==> src/hw/rtl/spwm_pkg.sv <==
// ----------------------------------------------------------------------------
// spwm_pkg: shared types and constants of the servo PWM register writer
// Holds the action codes, register addresses, limits and the reciprocal
// constants used for division by fixed values.
// ----------------------------------------------------------------------------
package spwm_pkg;

  typedef enum logic [1:0] {
    ACT_RAW   = 2'd0,
    ACT_ALL   = 2'd1,
    ACT_PULSE = 2'd2,
    ACT_ANGLE = 2'd3
  } action_t;

  localparam logic [7:0]  REG_CH0     = 8'h06;
  localparam logic [7:0]  REG_ALL     = 8'hFA;
  localparam logic [3:0]  CH_MAX      = 4'd15;

  localparam logic [15:0] FREQ_RESET  = 16'd50;
  localparam logic [15:0] FREQ_MIN    = 16'd24;
  localparam logic [15:0] FREQ_MAX    = 16'd1526;
  localparam logic [24:0] OSC_HZ      = 25'd25000000;

  localparam logic [11:0] COUNT_MAX   = 12'd4095;
  localparam logic [15:0] SERVO_MIN   = 16'd400;
  localparam logic [15:0] SERVO_MAX   = 16'd3000;
  localparam logic [7:0]  ANGLE_MAX   = 8'd180;

  // floor(w / 45) = (w * DIV45_MULT) >> 24, exact for w < 2^17
  localparam logic [18:0] DIV45_MULT  = 19'd372828;
  // floor(y / 15625) = (y * DIV15625_MULT) >> 40, exact for y < 2^26
  localparam logic [26:0] DIV15625_MULT = 27'd70368745;
  // (x * 4096 + 500000) / 64 = x * 64 + 7812 after flooring
  localparam logic [33:0] ROUND_BIAS  = 34'd7812;
  // count exceeds 4095 when the scaled value reaches 4096 * 15625
  localparam logic [33:0] SAT_LIMIT   = 34'd64000000;

endpackage

==> src/hw/rtl/servo_pwm_register_writer_core.sv <==
// ----------------------------------------------------------------------------
// servo_pwm_register_writer_core: PWM command to register write translator
// Turns raw counts, pulse widths and servo angles into a channel register
// write for a 16-channel 12-bit PWM controller, plus the prescale value.
// ----------------------------------------------------------------------------
// Throughput: one transaction per cycle when not stalled or busy with the
//   prescale divider, through a five-register pipeline (clamp and angle
//   multiply, divide by 180, pulse times frequency, divide by 10^6, output
//   register); a stall holds every full stage in place.
// Reset (rst, synchronous): frequency returns to 50 Hz, pipeline empties,
//   and the 8-step prescale divider runs; in_ready stays low while it runs,
//   and again while it reruns after each frequency write.
module servo_pwm_register_writer_core
  import spwm_pkg::*;
(
  input  logic               clk,
  input  logic               rst,
  // configuration
  input  logic               cfg_write_en,
  input  logic        [15:0] pwm_freq_hz,
  // input channel
  input  logic               in_valid,
  output logic               in_ready,
  input  logic        [1:0]  action,
  input  logic        [7:0]  channel,
  input  logic        [15:0] on_ticks,
  input  logic        [15:0] off_ticks,
  input  logic        [15:0] pulse_width,
  input  logic signed [15:0] servo_angle,
  input  logic        [15:0] min_pulse_us,
  input  logic        [15:0] max_pulse_us,
  // output channel
  output logic               out_valid,
  input  logic               out_ready,
  output logic               write_valid,
  output logic        [7:0]  start_register,
  output logic        [7:0]  on_low_byte,
  output logic        [3:0]  on_high_nibble,
  output logic        [7:0]  off_low_byte,
  output logic        [3:0]  off_high_nibble,
  output logic        [7:0]  prescale_value
);

  // --------------------------------------------------------------------------
  // Prescale divider: q = floor(((25e6 + 2048 f) >> 12) / f), one bit a cycle
  // --------------------------------------------------------------------------
  logic [15:0] freq_src;
  logic [15:0] freq_lim;
  logic [24:0] numer_full;
  logic [10:0] freq_c;
  logic [12:0] div_rem;
  logic [7:0]  div_quot;
  logic [3:0]  div_cnt;
  logic [2:0]  div_idx;
  logic [17:0] div_trial;
  logic        div_take;

  always_comb begin
    freq_src = rst ? FREQ_RESET : pwm_freq_hz;
    if (freq_src < FREQ_MIN) begin
      freq_lim = FREQ_MIN;
    end else if (freq_src > FREQ_MAX) begin
      freq_lim = FREQ_MAX;
    end else begin
      freq_lim = freq_src;
    end
    numer_full = OSC_HZ + {3'b0, freq_lim[10:0], 11'b0};
    div_idx    = 3'(div_cnt - 4'd1);
    div_trial  = {7'b0, freq_c} << div_idx;
    div_take   = {5'b0, div_rem} >= div_trial;
  end

  always_ff @(posedge clk) begin
    if (rst || cfg_write_en) begin
      freq_c   <= freq_lim[10:0];
      div_rem  <= numer_full[24:12];
      div_quot <= '0;
      div_cnt  <= 4'd8;
    end else if (div_cnt != 4'd0) begin
      if (div_take) begin
        div_rem           <= div_rem - div_trial[12:0];
        div_quot[div_idx] <= 1'b1;
      end
      div_cnt <= div_cnt - 4'd1;
    end
  end

  // --------------------------------------------------------------------------
  // Pipeline handshake: each stage moves when the one after it has room
  // --------------------------------------------------------------------------
  logic s1_valid, s2_valid, s3_valid, s4_valid;
  logic s1_en, s2_en, s3_en, s4_en, o_en;

  assign o_en     = !out_valid || out_ready;
  assign s4_en    = !s4_valid || o_en;
  assign s3_en    = !s3_valid || s4_en;
  assign s2_en    = !s2_valid || s3_en;
  assign s1_en    = !s1_valid || s2_en;
  assign in_ready = s1_en && (div_cnt == 4'd0);

  // --------------------------------------------------------------------------
  // Stage 1: decode, clamp the servo limits, angle times span
  // --------------------------------------------------------------------------
  action_t     act;
  logic        ch_ok;
  logic [7:0]  a_c;
  logic [15:0] mn_c;
  logic [15:0] mx_c;
  logic [11:0] span;
  logic [7:0]  reg_addr;

  always_comb begin
    act   = action_t'(action);
    ch_ok = (act == ACT_ALL) || (channel <= {4'b0, CH_MAX});
    if (servo_angle < 0) begin
      a_c = 8'd0;
    end else if (servo_angle > $signed({8'b0, ANGLE_MAX})) begin
      a_c = ANGLE_MAX;
    end else begin
      a_c = servo_angle[7:0];
    end
    mn_c = (min_pulse_us < SERVO_MIN) ? SERVO_MIN : min_pulse_us;
    mx_c = (max_pulse_us > SERVO_MAX) ? SERVO_MAX : max_pulse_us;
    // span is at most 2600 when the maximum is above the minimum
    span = (mx_c > mn_c) ? 12'(mx_c - mn_c) : 12'd1;
    case (act)
      ACT_ALL: reg_addr = REG_ALL;
      default: reg_addr = REG_CH0 + {2'b0, channel[3:0], 2'b0};
    endcase
  end

  logic        s1_wv;
  logic [7:0]  s1_start;
  logic [11:0] s1_on;
  logic [11:0] s1_off;
  logic        s1_counts;
  logic        s1_servo;
  logic [15:0] s1_pulse;
  logic [15:0] s1_mn;
  logic [19:0] s1_prod;

  always_ff @(posedge clk) begin
    if (rst) begin
      s1_valid <= 1'b0;
    end else if (s1_en) begin
      s1_valid <= in_valid && in_ready;
    end
    if (s1_en) begin
      s1_wv     <= ch_ok;
      s1_start  <= ch_ok ? reg_addr : 8'd0;
      s1_on     <= (ch_ok && (act == ACT_RAW || act == ACT_ALL)) ? on_ticks[11:0] : 12'd0;
      s1_off    <= (ch_ok && (act == ACT_RAW || act == ACT_ALL)) ? off_ticks[11:0] : 12'd0;
      s1_counts <= ch_ok && (act == ACT_PULSE || act == ACT_ANGLE);
      s1_servo  <= (act == ACT_ANGLE);
      s1_pulse  <= pulse_width;
      s1_mn     <= mn_c;
      s1_prod   <= {12'b0, a_c} * {8'b0, span};
    end
  end

  // --------------------------------------------------------------------------
  // Stage 2: divide by 180 as a quarter then a reciprocal multiply by 1/45
  // --------------------------------------------------------------------------
  logic        s2_wv;
  logic [7:0]  s2_start;
  logic [11:0] s2_on;
  logic [11:0] s2_off;
  logic        s2_counts;
  logic        s2_servo;
  logic [15:0] s2_pulse;
  logic [15:0] s2_mn;
  logic [35:0] s2_prod;

  always_ff @(posedge clk) begin
    if (rst) begin
      s2_valid <= 1'b0;
    end else if (s2_en) begin
      s2_valid <= s1_valid;
    end
    if (s2_en) begin
      s2_wv     <= s1_wv;
      s2_start  <= s1_start;
      s2_on     <= s1_on;
      s2_off    <= s1_off;
      s2_counts <= s1_counts;
      s2_servo  <= s1_servo;
      s2_pulse  <= s1_pulse;
      s2_mn     <= s1_mn;
      s2_prod   <= {19'b0, s1_prod[18:2]} * {17'b0, DIV45_MULT};
    end
  end

  // --------------------------------------------------------------------------
  // Stage 3: pick the pulse width, multiply by the clamped frequency
  // --------------------------------------------------------------------------
  logic [16:0] pulse_sel;

  always_comb begin
    if (s2_servo) begin
      pulse_sel = {1'b0, s2_mn} + {5'b0, s2_prod[35:24]};
    end else begin
      pulse_sel = {1'b0, s2_pulse};
    end
  end

  logic        s3_wv;
  logic [7:0]  s3_start;
  logic [11:0] s3_on;
  logic [11:0] s3_off;
  logic        s3_counts;
  logic [27:0] s3_pf;

  always_ff @(posedge clk) begin
    if (rst) begin
      s3_valid <= 1'b0;
    end else if (s3_en) begin
      s3_valid <= s2_valid;
    end
    if (s3_en) begin
      s3_wv     <= s2_wv;
      s3_start  <= s2_start;
      s3_on     <= s2_on;
      s3_off    <= s2_off;
      s3_counts <= s2_counts;
      s3_pf     <= {11'b0, pulse_sel} * {17'b0, freq_c};
    end
  end

  // --------------------------------------------------------------------------
  // Stage 4: round, test for saturation, reciprocal multiply by 1/15625
  // --------------------------------------------------------------------------
  logic [33:0] scaled;

  assign scaled = {s3_pf, 6'b0} + ROUND_BIAS;

  logic        s4_wv;
  logic [7:0]  s4_start;
  logic [11:0] s4_on;
  logic [11:0] s4_off;
  logic        s4_counts;
  logic        s4_sat;
  logic [52:0] s4_prod;

  always_ff @(posedge clk) begin
    if (rst) begin
      s4_valid <= 1'b0;
    end else if (s4_en) begin
      s4_valid <= s3_valid;
    end
    if (s4_en) begin
      s4_wv     <= s3_wv;
      s4_start  <= s3_start;
      s4_on     <= s3_on;
      s4_off    <= s3_off;
      s4_counts <= s3_counts;
      s4_sat    <= scaled >= SAT_LIMIT;
      s4_prod   <= {27'b0, scaled[25:0]} * {26'b0, DIV15625_MULT};
    end
  end

  // --------------------------------------------------------------------------
  // Output register: choose the off count, split into bytes and nibbles
  // --------------------------------------------------------------------------
  logic [11:0] off_sel;

  always_comb begin
    if (!s4_counts) begin
      off_sel = s4_off;
    end else if (s4_sat) begin
      off_sel = COUNT_MAX;
    end else begin
      off_sel = s4_prod[51:40];
    end
  end

  always_ff @(posedge clk) begin
    if (rst) begin
      out_valid <= 1'b0;
    end else if (o_en) begin
      out_valid <= s4_valid;
    end
    if (o_en) begin
      write_valid     <= s4_wv;
      start_register  <= s4_start;
      on_low_byte     <= s4_on[7:0];
      on_high_nibble  <= s4_on[11:8];
      off_low_byte    <= off_sel[7:0];
      off_high_nibble <= off_sel[11:8];
    end
  end

  // user must change frequency only while idle (unenforced), so the live divider is safe
  assign prescale_value = div_quot - 8'd1;

endmodule

==> config.mk <==
export PLATFORM = sky130hd
export DESIGN_NAME = servo_pwm_register_writer_core
export DESIGN_NICKNAME = d
export VERILOG_FILES = /design/src/hw/rtl/spwm_pkg.sv /design/src/hw/rtl/servo_pwm_register_writer_core.sv
export SDC_FILE = /design/constraint.sdc
export NUM_CORES = 2
export LEC_CHECK = 0
export BUFFER_PORTS_ARGS = -buffer_cell sky130_fd_sc_hd__clkbuf_2
export CORE_ASPECT_RATIO = 2
export CORE_MARGIN = 10
export CORE_UTILIZATION = 35
export DETAILED_ROUTE_END_ITERATION = 8
export PLACE_DENSITY = 0.48
export SLEW_MARGIN = 40
export SYNTH_ARGS = -nofsm -noshare
export SYNTH_HDL_FRONTEND = slang
export SYNTH_SLANG_ARGS = --single-unit
==> constraint.sdc <==
create_clock -name clk -period 17.72 [get_ports clk]
set_input_delay 2.658 -clock clk [delete_from_list [all_inputs] [get_ports clk]]
set_output_delay 2.658 -clock clk [all_outputs]
set_load 0.1 [all_outputs]
After elaboration in Yosys (flattened, before gate mapping)
Cells that the tools add are included.
{"block": "totals", "ff_bits": 410, "in_bits": 127, "out_inout_bits": 43, "wordCells": 121}
{"block": "op_classes", "addsub": 8, "mul": 4, "order_cmp": 12, "eq_ne": 3, "n_shift": 1, "muxes": 17, "bitwise": 2, "n_reduce_logical": 27}
{"operator": "$mul A26 B27 Y52 const B", "n": 1}
{"operator": "$mux W16", "n": 3}
{"operator": "$mux W13", "n": 3}
{"operator": "$mux W12", "n": 3}
{"operator": "$add A34 B13 Y34 const B", "n": 1}
{"operator": "$ge A34 B26 Y1 const B", "n": 1}
{"operator": "$mul A17 B17 Y34 const B", "n": 1}
{"operator": "$mul A17 B11 Y28", "n": 1}
{"operator": "$add A25 B22 Y25 const A", "n": 1}
{"operator": "$mux W8", "n": 3}
{"operator": "$mux W11", "n": 2}
{"operator": "$mul A8 B12 Y19", "n": 1}
{"operator": "$ge A13 B18 Y1", "n": 1}
{"operator": "$shl A11 B3 Y18", "n": 1}
{"operator": "$add A16 B12 Y17", "n": 1}
{"operator": "$mux W17", "n": 1}
{"operator": "$gt A16 B11 Y1 const B", "n": 1}
{"operator": "$gt A16 B12 Y1 const B", "n": 1}
{"operator": "$gt A16 B16 Y1", "n": 1}
{"operator": "$gt A16 B9 Y1 const B", "n": 1}
{"operator": "$lt A16 B1 Y1 const B", "n": 1}
{"operator": "$lt A16 B5 Y1 const B", "n": 1}
{"operator": "$lt A16 B9 Y1 const B", "n": 1}
{"operator": "$sub A13 B13 Y13", "n": 1}
{"operator": "other kinds (22)", "n": 41}

Depth between registers and ports, before layout
{"block": "depth", "word_depth": 8, "mapped_depth": 35, "ltp_nobuf": 33}

Worst setup path after synthesis
OpenSTA, ideal clock, no wires.
{"block": "synth_path", "path_kind": "in2reg", "start": "input port min_pulse_us[14]", "end": "register s1_prod[18], data pin", "arrival_time_ps": 9755, "required_ps": 17460, "slack_ps": 7706, "stages": 30, "path_buffers": 3, "cell_sequence": "nor4_1 > nand3_1 > and2_1 > ha_1 > fa_1 > nand2b_1 > a21oi_1 > a211oi_1 > o21ai_1 > o21a_1 > clkbuf_1 > clkbuf_1 > buf_2 > nand3_1 > fa_1 > inv_1 > fa_1 > fa_1 > inv_1 > fa_1 > inv_1 > ha_1 > or3_1 > o2111a_1 > o21a_1 > o21a_1 > o41ai_1 > o31a_1 > o21ai_1 > xnor2_1"}
{"block": "synth_via", "elab_chain_len": 5, "elab_cells_between_ends": 6, "classes_between": "add/sub (1); mul (1); order compare (2); mux (2)"}
{"item": "start: declaration", "line": "servo_pwm_register_writer_core.sv:30", "text": "input logic [15:0] min_pulse_us,"}
{"item": "$lt A16 B9 Y1 (*)", "line": "servo_pwm_register_writer_core.sv:122", "text": "mn_c = (min_pulse_us < SERVO_MIN) ? SERVO_MIN : min_pulse_us;"}
{"item": "$mux W16 (*)", "line": "servo_pwm_register_writer_core.sv:122"}
{"item": "named net mn_c[0]", "line": "servo_pwm_register_writer_core.sv:107", "text": "logic [15:0] mn_c;"}
{"item": "$gt A16 B16 Y1 / $sub A12 B12 Y12 (equally long branches)", "line": "servo_pwm_register_writer_core.sv:125", "text": "span = (mx_c > mn_c) ? 12'(mx_c - mn_c) : 12'd1;"}
{"item": "$mux W12 (*)", "line": "servo_pwm_register_writer_core.sv:125"}
{"item": "$mul A8 B12 Y19 (*)", "line": "servo_pwm_register_writer_core.sv:157", "text": "s1_prod <= {12'b0, a_c} * {8'b0, span};"}
{"item": "end signal: assignment", "line": "servo_pwm_register_writer_core.sv:157"}
{"item": "end: declaration", "line": "servo_pwm_register_writer_core.sv:140", "text": "logic [19:0] s1_prod;"}
Mark *: on every way through the listed nets, which the timed path passes. The rest lies on a longest branch.
A chain may end at the register's enable or synchronous reset.

Worst setup path after layout
Same ends and word-level chain as after synthesis.

==> impl_results.html <==
<table>
<tr><th>Metric</th><th>Value</th></tr>
<tr><th colspan="2">Finish</th></tr>
<tr><td>Cell area after layout</td><td>0.0395 sq mm</td></tr>
<tr><td>Final layout net count</td><td>4561</td></tr>
<tr><td>Leading cell type in the layout, fill and taps excluded</td><td>sky130_fd_sc_hd__inv_1</td></tr>
<tr><td>Final cell count without fillers</td><td>4824</td></tr>
<tr><td>Fraction of layout instances using a drive strength above 1</td><td>8.32%</td></tr>
<tr><td>Number of fillers in the final layout</td><td>10100</td></tr>
<tr><td>Layout-stage area growth over the synthesis result</td><td>10.3%</td></tr>
<tr><td>Most frequent cells in the layout</td><td>sky130_fd_sc_hd__inv_1, sky130_fd_sc_hd__ha_1, sky130_fd_sc_hd__fa_1, sky130_fd_sc_hd__edfxtp_1, sky130_fd_sc_hd__nand2_1</td></tr>
<tr><th colspan="2">Clocking</th></tr>
<tr><td>Clock transition time at the flip-flop clock pins of the worst setup and hold paths</td><td>0.06 ns</td></tr>
<tr><td>Master cell of the clock root buffer</td><td>sky130_fd_sc_hd__clkbuf_16</td></tr>
<tr><td>Postcts setup bufs</td><td>0</td></tr>
<tr><td>Count of clock tree sinks</td><td>341</td></tr>
<tr><td>Later-pin clock latency in the skew report</td><td>0.58 ns</td></tr>
<tr><td>Clock tree from TritonCTS</td><td>done</td></tr>
<tr><td>Cts repair resizes</td><td>0</td></tr>
<tr><td>Clock Path Buffers</td><td>3</td></tr>
<tr><td># hold bufs at CTS</td><td>0</td></tr>
<tr><td>Number of buffers created by CTS</td><td>34</td></tr>
<tr><td>Htree depth</td><td>2</td></tr>
<tr><th colspan="2">Placed design</th></tr>
<tr><td>Post-Place Worst Slack</td><td>6.02 ns</td></tr>
<tr><td>Final weighted congestion in routability-driven placement</td><td>0.919</td></tr>
<tr><td>Placed Area</td><td>0.0384 sq mm</td></tr>
<tr><td>Port Buffer Count</td><td>160</td></tr>
<tr><td>Placed cell count</td><td>4757</td></tr>
<tr><td>Estimated wirelength of the detail-placed design</td><td>81100 microns</td></tr>
<tr><th colspan="2">Timing</th></tr>
<tr><td>Layout Skew</td><td>0.0202 ns</td></tr>
<tr><td>RSZ-0062 raised after global routing</td><td>false</td></tr>
<tr><td>Tightest slew margin relative to the limit</td><td>41.5%</td></tr>
<tr><td>Final worst path period share</td><td>62.5%</td></tr>
<tr><td>Final count of negative-setup-slack endpoints</td><td>0</td></tr>
<tr><td>Achievable Freq</td><td>90.3 MHz</td></tr>
<tr><td>Final count of pins violating max slew</td><td>0</td></tr>
<tr><td>Final sum of negative setup slack</td><td>0 ns</td></tr>
<tr><td>Total count of hold-check failures in the final report</td><td>0</td></tr>
<tr><td>Transition at the pin with the smallest max-transition slack</td><td>0.874 ns</td></tr>
<tr><td>Post-route setup slack</td><td>6.64 ns</td></tr>
<tr><td>Shortest clock period the worst path allows after layout</td><td>11.08 ns</td></tr>
<tr><th colspan="2">Yosys</th></tr>
<tr><td>Multiplexer share of the synthesized area</td><td>0.765%</td></tr>
<tr><td>Synth Area per Inst</td><td>10.9 sq um</td></tr>
<tr><td>Dominant combinational cell family by area after synthesis</td><td>adder cells</td></tr>
<tr><td>Post-synthesis share of cell area spent on xor and xnor gates</td><td>3.28%</td></tr>
<tr><td>Cell Area, Synth</td><td>0.0358 sq mm</td></tr>
<tr><td>Number of enable-type register cells in the synthesized netlist</td><td>324</td></tr>
<tr><td>Post-synthesis async set-or-reset flop share</td><td>0%</td></tr>
<tr><td>Area share of and/or/nand/nor cells after synthesis</td><td>10.1%</td></tr>
<tr><td>Synthesized instance count</td><td>3290</td></tr>
<tr><td>Compound-cell area share of the yosys netlist</td><td>6.03%</td></tr>
<tr><td>Adder-cell area share of the yosys netlist</td><td>44.0%</td></tr>
<tr><td>Yosys cell types</td><td>74</td></tr>
<tr><td>Register area share after synthesis</td><td>28.1%</td></tr>
<tr><td>Dominant register cell in the synthesized netlist</td><td>sky130_fd_sc_hd__edfxtp_1</td></tr>
<tr><td>Number of warnings issued by yosys</td><td>0</td></tr>
<tr><td>Synthesis-stage register bit count</td><td>341</td></tr>
<tr><th colspan="2">Min path</th></tr>
<tr><td>Start point of the worst hold path</td><td>s1_mn[7]</td></tr>
<tr><td>Class of the tightest hold or removal check</td><td>flip-flop to flip-flop</td></tr>
<tr><td>Worst hold path cell count</td><td>0</td></tr>
<tr><td>Hold EP</td><td>s2_mn[7]</td></tr>
<tr><th colspan="2">Global route</th></tr>
<tr><td>Vias in the first global route</td><td>26300</td></tr>
<tr><td>Maximum number of pins on one net before global-route repair</td><td>79</td></tr>
<tr><td>Global routing usage summed across all routing layers</td><td>16.4%</td></tr>
<tr><td>Met2 layer usage reported by global route</td><td>35.1%</td></tr>
<tr><td>Layer with the highest usage after global routing</td><td>met2</td></tr>
<tr><td>Met1 Use GR</td><td>14.1%</td></tr>
<tr><td>Wire length of the first global-routing pass</td><td>146000 microns</td></tr>
<tr><td>Congestion Overflow GR</td><td>0</td></tr>
<tr><td>Antenna violations before repair</td><td>6</td></tr>
<tr><td>Global-route track usage on met3</td><td>1.64%</td></tr>
<tr><th colspan="2">Setup path</th></tr>
<tr><td>Worst reg-to-reg setup slack</td><td>8.98 ns</td></tr>
<tr><td>Cell with the largest stage delay on the worst path</td><td>sky130_fd_sc_hd__nor4_1</td></tr>
<tr><td>Worst setup EP type</td><td>flip-flop</td></tr>
<tr><td>Critical path arrival</td><td>11.41 ns</td></tr>
<tr><td>Required time reported for the critical path endpoint</td><td>18.05 ns</td></tr>
<tr><td>Most repeated library cell on the critical path</td><td>sky130_fd_sc_hd__fa_1</td></tr>
<tr><td>Category of the critical setup timing path</td><td>input port to flip-flop</td></tr>
<tr><td>Depth of the worst register-to-register path</td><td>27</td></tr>
<tr><td>Critical Path Start Type</td><td>input port</td></tr>
<tr><td>Number of buffers and inverters on the critical path</td><td>5</td></tr>
<tr><td>Family with the most delay on the worst path</td><td>adder cells</td></tr>
<tr><td>Launch point of the worst reg-to-reg path</td><td>s3_pf[4]</td></tr>
<tr><td>Highest fanout seen on the critical path</td><td>27</td></tr>
<tr><td>Reg2Reg Capture Point</td><td>s4_prod[48]</td></tr>
<tr><td>Largest stage delay on the critical path</td><td>0.73 ns</td></tr>
<tr><th colspan="2">Detailed routing</th></tr>
<tr><td>Iteration-0 DRC count of the detailed router</td><td>829</td></tr>
<tr><td>Routed via count divided by cell count</td><td>4.84</td></tr>
<tr><td>Antenna Nets Post-Route</td><td>0</td></tr>
<tr><td>DRC violations left</td><td>0</td></tr>
<tr><td>WL final</td><td>94000 microns</td></tr>
<tr><td>Number of optimization iterations in the first detailed-route pass</td><td>5</td></tr>
<tr><td>DR vias</td><td>23300</td></tr>
<tr><td>Wirelength per Cell</td><td>19.5 microns</td></tr>
<tr><th colspan="2">Die</th></tr>
<tr><td>Number of top-level pins</td><td>170</td></tr>
<tr><td>Std-Cell Core Area</td><td>0.101 sq mm</td></tr>
<tr><td>Initial core utilization</td><td>35.3%</td></tr>
<tr><td>Die extent in y</td><td>472 microns</td></tr>
<tr><td>Die Outline Area</td><td>0.116 sq mm</td></tr>
<tr><td>X dimension of the die</td><td>246 microns</td></tr>
<tr><td>Num rows</td><td>165</td></tr>
<tr><th colspan="2">Flow run</th></tr>
<tr><td>Maximum Capacitance Violations</td><td>0</td></tr>
<tr><th colspan="2">Outcome</th></tr>
<tr><td>Run status</td><td>finished clean</td></tr>
</table>
==> worst max path at each step <==
stage                   to        startpoint  cells after the start
5_1_grt        s1_prod[18]  min_pulse_us[14]                     30
4_1_cts        s1_prod[18]  min_pulse_us[14]                     30
3_3_place_gp   s1_prod[18]  min_pulse_us[14]                     30
3_5_place_dp   s1_prod[18]  min_pulse_us[14]                     30
2_1_floorplan  s1_prod[18]  min_pulse_us[14]                     30
6_report       s1_prod[18]  min_pulse_us[14]                     30
==> synthesized netlist by cell type, drive strengths merged, types with 24 or more instances <==
cell    number  share of area, %
and2        98               1.7
inv        659               6.9
xnor2       83               2.0
or2         24              0.42
nand2b      27              0.47
nand2      237               2.5
o21ai       69              0.97
ha         505                18
xor2        51               1.2
nor2b       26              0.45
a21oi      114               1.6
fa         471                26
clkbuf      66              0.69
nand4       24              0.42
a21o        28              0.59
nor2       159               1.7
edfxtp     324                27
nand3       48              0.67
nor3        39              0.63
==> per-stage QoR <==
step           util, %  hold WS [ns]
3_5_place_dp      37.9         0.405
2_1_floorplan        -         0.400
3_3_place_gp      37.8         0.400
6_report          39.0         0.406
4_1_cts           38.9         0.407
5_1_grt           39.0         0.410
==> layout make-up <==
| cell class | count | area (sq um) | share of cell area [%] |
|---|---|---|---|
| Multi-Input combinational cell | 2221 | 23100 | 58.4 |
| Sequential cell | 341 | 10100 | 25.5 |
| Inverter | 659 | 2470 | 6.26 |
| Tap cell | 1336 | 1670 | 4.23 |
| Timing Repair Buffer | 201 | 1120 | 2.85 |
| Clock buffer | 48 | 933 | 2.36 |
| Clock inverter | 14 | 153 | 0.387 |
| Antenna cell | 4 | 10.0 | 0.0253 |
==> state kept, by name, summed over array words and instances, names as in the netlist, 13 cells and up <==
register / flops
s2_mn: 16
s2_pulse: 16
div_rem: 13
s1_prod: 17
s1_pulse: 16
s1_mn: 16
s3_pf: 28
==> cell families (layout without fill, tap and decap cells) <==
logic type / Yosys count / in the layout
AND/OR/NAND/NOR: 741 / 741
adder cells (fa/ha/maj): 976 / 976
other: 1 / 9
buffers and inverters: 732 / 922
flip-flops: 341 / 341
multiplexers: 26 / 26
XOR/XNOR: 134 / 134
AO/OA/AOI/OAI: 339 / 339
==> per-layer routing <==
layer | wire [microns] | vias to the layer above
li1 | - | 11100
met5 | 27 | -
met3 | 2340 | 180
met1 | 28700 | 11700
met2 | 58000 | 373
met4 | 4920 | 4
Power is left out: the tool's default activity adds up to more than one toggle a clock period on the data nets, which glitch-free logic cannot reach.
